<file path="src/hw/rtl/ftrb_pkg.sv">
// ftrb_pkg: types and constants shared by the filtered trace ring buffer
// no dependencies; used by ftrb_cfg, ftrb_ctrl, ftrb_dp and filtered_trace_ring_buffer
package ftrb_pkg;

  localparam int HELD_W     = 9;
  localparam int CFG_IDX_W  = 3;
  localparam int CFG_DATA_W = 64;

  localparam logic [HELD_W-1:0] RING_SIZE_RESET = 9'd256;

  localparam logic [1:0] REQ_RECORD = 2'd0;
  localparam logic [1:0] REQ_POP    = 2'd1;
  localparam logic [1:0] REQ_PEEK   = 2'd2;
  localparam logic [1:0] REQ_CLEAR  = 2'd3;

  localparam logic [CFG_IDX_W-1:0] CFG_RECORDING = 3'd0;
  localparam logic [CFG_IDX_W-1:0] CFG_RING_SIZE = 3'd1;
  localparam logic [CFG_IDX_W-1:0] CFG_FILTER_0  = 3'd2;

  typedef struct packed {
    logic [1:0]  req_type;
    logic [7:0]  event_code;
    logic [7:0]  task_number;
    logic [15:0] small_param;
    logic [31:0] large_param;
    logic [31:0] time_stamp;
    logic [7:0]  peek_offset;
  } in_item_t;

  typedef struct packed {
    logic              entry_valid;
    logic [31:0]       out_time;
    logic [7:0]        out_event;
    logic [7:0]        out_task;
    logic [15:0]       out_small_param;
    logic [31:0]       out_large_param;
    logic [HELD_W-1:0] entries_held;
    logic [31:0]       overflow_total;
  } out_item_t;

  typedef struct packed {
    logic [31:0] stamp;
    logic [7:0]  code;
    logic [7:0]  task_num;
    logic [15:0] small_p;
    logic [31:0] large_p;
  } entry_t;

  typedef struct packed {
    logic              recording_on;
    logic [HELD_W-1:0] size_in_use;
    logic              clear;
  } cfg_ctl_t;

  typedef struct packed {
    logic capture;
    logic execute;
  } dp_cmd_t;

  typedef enum logic [1:0] {
    ST_IDLE,
    ST_EXEC,
    ST_RESP
  } state_t;

endpackage

</file>
<file path="src/hw/rtl/ftrb_cfg.sv">
// ftrb_cfg: configuration registers (recording enable, ring size, event filter)
// depends on ftrb_pkg
module ftrb_cfg #(
  parameter int RING_DEPTH  = 256,
  parameter int EVENT_CODES = 256
) (
  input  logic                             clk,
  input  logic                             rst_n,
  input  logic                             cfg_valid,
  output logic                             cfg_ready,
  input  logic [ftrb_pkg::CFG_IDX_W-1:0]   cfg_index,
  input  logic [ftrb_pkg::CFG_DATA_W-1:0]  cfg_data,
  output ftrb_pkg::cfg_ctl_t               ctl,
  output logic [EVENT_CODES-1:0]           filter
);

  localparam int DEPTH_CAP = (RING_DEPTH > 511) ? 511 : RING_DEPTH;

  logic                        rec_r;
  logic [ftrb_pkg::HELD_W-1:0] ring_size_r;
  logic [EVENT_CODES-1:0]      filter_r;
  logic                        clear_r;
  logic                        wr;

  assign cfg_ready = 1'b1;
  assign wr        = cfg_valid & cfg_ready;

  always_ff @(posedge clk) begin
    if (!rst_n) begin
      rec_r       <= 1'b0;
      ring_size_r <= ftrb_pkg::RING_SIZE_RESET;
      clear_r     <= 1'b0;
    end else begin
      clear_r <= wr && (cfg_index == ftrb_pkg::CFG_RING_SIZE);
      if (wr && cfg_index == ftrb_pkg::CFG_RECORDING) begin
        rec_r <= cfg_data[0];
      end
      if (wr && cfg_index == ftrb_pkg::CFG_RING_SIZE) begin
        ring_size_r <= cfg_data[ftrb_pkg::HELD_W-1:0];
      end
    end
  end

  for (genvar i = 0; i < EVENT_CODES; i++) begin : g_filter
    always_ff @(posedge clk) begin
      if (!rst_n) begin
        filter_r[i] <= 1'b1;
      end else if (wr && cfg_index == ftrb_pkg::CFG_FILTER_0 + 3'(i / 64)) begin
        filter_r[i] <= cfg_data[i % 64];
      end
    end
  end

  always_comb begin
    ctl.recording_on = rec_r;
    ctl.clear        = clear_r;
    if (ring_size_r == '0) begin
      ctl.size_in_use = 9'd1;
    end else if (ring_size_r > 9'(DEPTH_CAP)) begin
      ctl.size_in_use = 9'(DEPTH_CAP);
    end else begin
      ctl.size_in_use = ring_size_r;
    end
  end

  assign filter = filter_r;

endmodule

</file>
<file path="config.mk">
export PLATFORM = sky130hd
export DESIGN_NAME = ftrb_cfg
export DESIGN_NICKNAME = d
export VERILOG_FILES = /design/src/hw/rtl/ftrb_pkg.sv /design/src/hw/rtl/ftrb_cfg.sv
export SDC_FILE = /design/constraint.sdc
export NUM_CORES = 1
export LEC_CHECK = 0
export BUFFER_PORTS_ARGS = -buffer_cell sky130_fd_sc_hd__buf_2
export CORE_UTILIZATION = 48
export CTS_BUF_LIST = sky130_fd_sc_hd__clkbuf_8
export DETAILED_ROUTE_END_ITERATION = 6
export GPL_ROUTABILITY_DRIVEN = 0
export GPL_TIMING_DRIVEN = 0
export PLACE_DENSITY = 0.79
export SLEW_MARGIN = 5
export SYNTH_ARGS = -nofsm -noshare
export SYNTH_HDL_FRONTEND = slang
export SYNTH_SLANG_ARGS = --single-unit
</file>
<file path="constraint.sdc">
create_clock -name clk -period 1.01 [get_ports clk]
set_input_delay 0.0505 -clock clk [delete_from_list [all_inputs] [get_ports clk]]
set_output_delay 0.0505 -clock clk [all_outputs]
set_load 0.03 [all_outputs]
</file>
==> metrics.txt <==
routed wire length per instance 21.4 µm; cell area after synthesis 10600 µm²; worst-path cell chain or4_4 > o22ai_4 > buf_6; port buffer count 335; R2R cell count 5; Switch Pwr 0.00594 W; Worst Skew 0 ns; minimum clock period 1.74 ns; Chip Width 151 µm; grt ovf 0; top-area cell type share of the netlist area 50.3%; CP top delay family simple AND/OR/NAND/NOR gates; CP Class register to output port; Sink Count 267; WL final ~38000 µm; Worst EP required approximately 0.96 ns; max_slew headroom 60.0%; vias post-DR between 9000 and 10000; run status finished with violations; period utilization 172%; R2R setup slack 0.02 ns; biggest area consumer among synthesized cells dfxtp_1; Synth Flop Type dfxtp_1; slowest stage cell on the critical path or4_4; vias in the first global route 9539; top cells by instance count after synthesis 325 x nor2b_1, 267 x dfxtp_1, 266 x mux2i_1; Final Hold Viols 0; Top Ports 338; R2R Path End ring_size_r[8]$_SDFFE_PN1P_; Startpoint Class register; HPWL after DPL roughly 22000 µm; Critical Path AT approximately 1.7 ns; pin count of the biggest net entering global routing 11; max_cap viols 0; Num CTS Buffers between 40 and 50; CTS tree done; setup TNS -15.97 ns; core area 21800 µm²; Hold Path Class input port to register; Seq cells post-synth 267; Final Max Tran Viols 0; Final Instance Area 16600 µm²; reg2reg start ring_size_r[8]$_SDFFE_PN1P_; Area after DPL 12700 µm²; top-count cell post-synth nor2b_1; Final nets 1542; DR vias/cell 5.15; CTS Buffer Depth 3; Layout Area Growth over Synthesis 56.6%; Worst Tran Pin Value 0.600 ns; Post-Synthesis Cells 966; share of cells above drive strength 1 51.4%; Seq/Total Area, Yosys 50.3%; final worst slack -0.731 ns; CP peak stage delay ~0.54 ns; post-synthesis cell type count 22; Critical Path End Type output port; Die Area 22700 µm²; synth top area cells dfxtp_1 50%, mux2i_1 25%, nor2b_1 19%; first-pass GRT wire length 54000 µm; Peak VDD IR 1040 µV; FMAX ~570 MHz; Warnings, synthesis 0; Residual DRC 0; Total GRT Usage 31.7%; Reg power frac a little under 50%; DRT Pass-1 Iters 4; failing checks negative setup slack; hold path start cfg_index[0]; antenna viol nets, final 0; Clk pin slew, worst setup/hold paths 0.06 ns; CTS root buf clkbuf_8; internal power 0.0165 W; Synth Area per Inst ~11 µm²; initial DRC count 289; leakage 7.61 nW; Final Util 76.5%; Syn Nets 1036; clock latency on the worst-skew pair roughly 0.54 ns; worst hold path endpoint filter[126]$_SDFFE_PN1P_; initial core utilization 48.8%; Die Span Y approximately 150 µm; final setup vio count 267; CP max FO 2; row cnt 54; EDFF count, synth 0; antenna violations before repair 1; Worst Hold Path Cells 4; Fin Hold WS 0.105 ns; Pwr Total ~0.022 W; Pwr Density ~1400 nW/µm²; Post-synth ARST share 0%; Clk pwr share 38.8%; H-tree Lvls 2; switch share 26.4%; WP buf/inv 1; RSZ-0062 raised after global routing true; Logic pwr share 12.3%
## cell usage in the layout, fill, tap and decap left out, types with 5 or more instances in the layout
master           n
clkbuf_8        50
dlygate4sd3_1   68
nor2b_2          5
clkbuf_2        16
inv_1           17
clkbuf_1        22
dfxtp_1          6
buf_2           83
buf_6          269
dfxtp_2        261
nor2b_1        316
mux2i_1        266
buf_4           72
nand2_1         17
## tightest hold or removal path, delay by kind of cell
family | cells | cell delay, ns
AND/OR/NAND/NOR | 1 | 0.08
buffers and inverters | 2 | 0.37
multiplexers | 1 | 0.10
## state kept, by name, summed over array words and instances, names as in the netlist
| signal | count |
|---|---|
| filter | 256 |
| rec_r | 1 |
| clear_r | 1 |
| ring_size_r | 9 |
## cells by family (layout without fill, tap and decap cells)
kind of cell / Yosys count / count (layout) / share of synthesized area [%]
AOI/OAI and AO/OA: 1 / 1 / 0.0589
other: 1 / 3 / 0.0353
and+or+nand+nor: 356 / 356 / 20.9
muxes: 266 / 266 / 25.1
DFF: 267 / 267 / 50.3
buffers and inverters: 75 / 603 / 3.63
## power by group through the flow
stage | Sequential (W) | Combinational (W) | Clock [W]
4_1_cts | 0.0110 | 0.00262 | 0.00866
2_1_floorplan | 0.0116 | 0.000894 | 0
6_report | 0.0110 | 0.00276 | 0.00872
5_1_grt | 0.0110 | 0.00288 | 0.00928
3_5_place_dp | 0.0111 | 0.00209 | 0
3_3_place_gp | 0.0111 | 0.00207 | 0
## worst max-delay path by stage
stage	start	to	slack, ns	cells past startpoint
floorplan	ring_size_r[8]$_SDFFE_PN1P_	ctl[1]	-0.16	3
global placement	rst_n	filter[252]$_SDFFE_PN1P_	-0.67	5
detailed placement	rst_n	filter[139]$_SDFFE_PN1P_	-0.70	5
CTS	ring_size_r[7]$_SDFFE_PN0P_	ctl[1]	-0.77	3
global route	ring_size_r[7]$_SDFFE_PN0P_	ctl[1]	-0.78	3
finish	ring_size_r[7]$_SDFFE_PN0P_	ctl[1]	-0.73	3
## cell type report
| cell class | instances | area (µm²) |
|---|---|---|
| multi-input cells | 624 | 4960 |
| clock buffers | 50 | 688 |
| diodes | 2 | 5.00 |
| plain buffers | 72 | 403 |
| flip-flops and latches | 267 | 5670 |
| clock inverters | 18 | 73.8 |
| inverters | 1 | 3.75 |
| well taps | 280 | 350 |
| fillers | 1287 | 5110 |
| repair buffers | 462 | 4490 |
## metal layers
| layer | vias to the layer above | GRT usage, % | part of all wire, % |
|---|---|---|---|
| met5 | - | 0 | 0 |
| met3 | 131 | 6.84 | 6.1 |
| met1 | 4432 | 34.9 | 38 |
| met4 | 0 | 19.3 | 5.5 |
| met2 | 393 | 55.6 | 50 |
| li1 | 4192 | - | - |
## what timing repair did
item | in CTS | in global routing
cloned | 1 | 0
setup endpoints to repair | 290 | 384
hold endpoints to repair | 266 | 0
hold buffers | 68 | 0
setup buffers | 24 | 34
resized for setup | 805 | 29
pin swaps | 2 | 0
## per-stage QoR
| stage | worst slack, ns | std cells |
|---|---|---|
| floorplan | -0.158 | 966 |
| global placement | -0.667 | 1581 |
| detailed placement | -0.696 | 1581 |
| CTS | -0.768 | 1740 |
| global route | -0.783 | 1775 |
| finish | -0.731 | 1776 |
No activity file was read; power rests on OpenSTA's default activity.
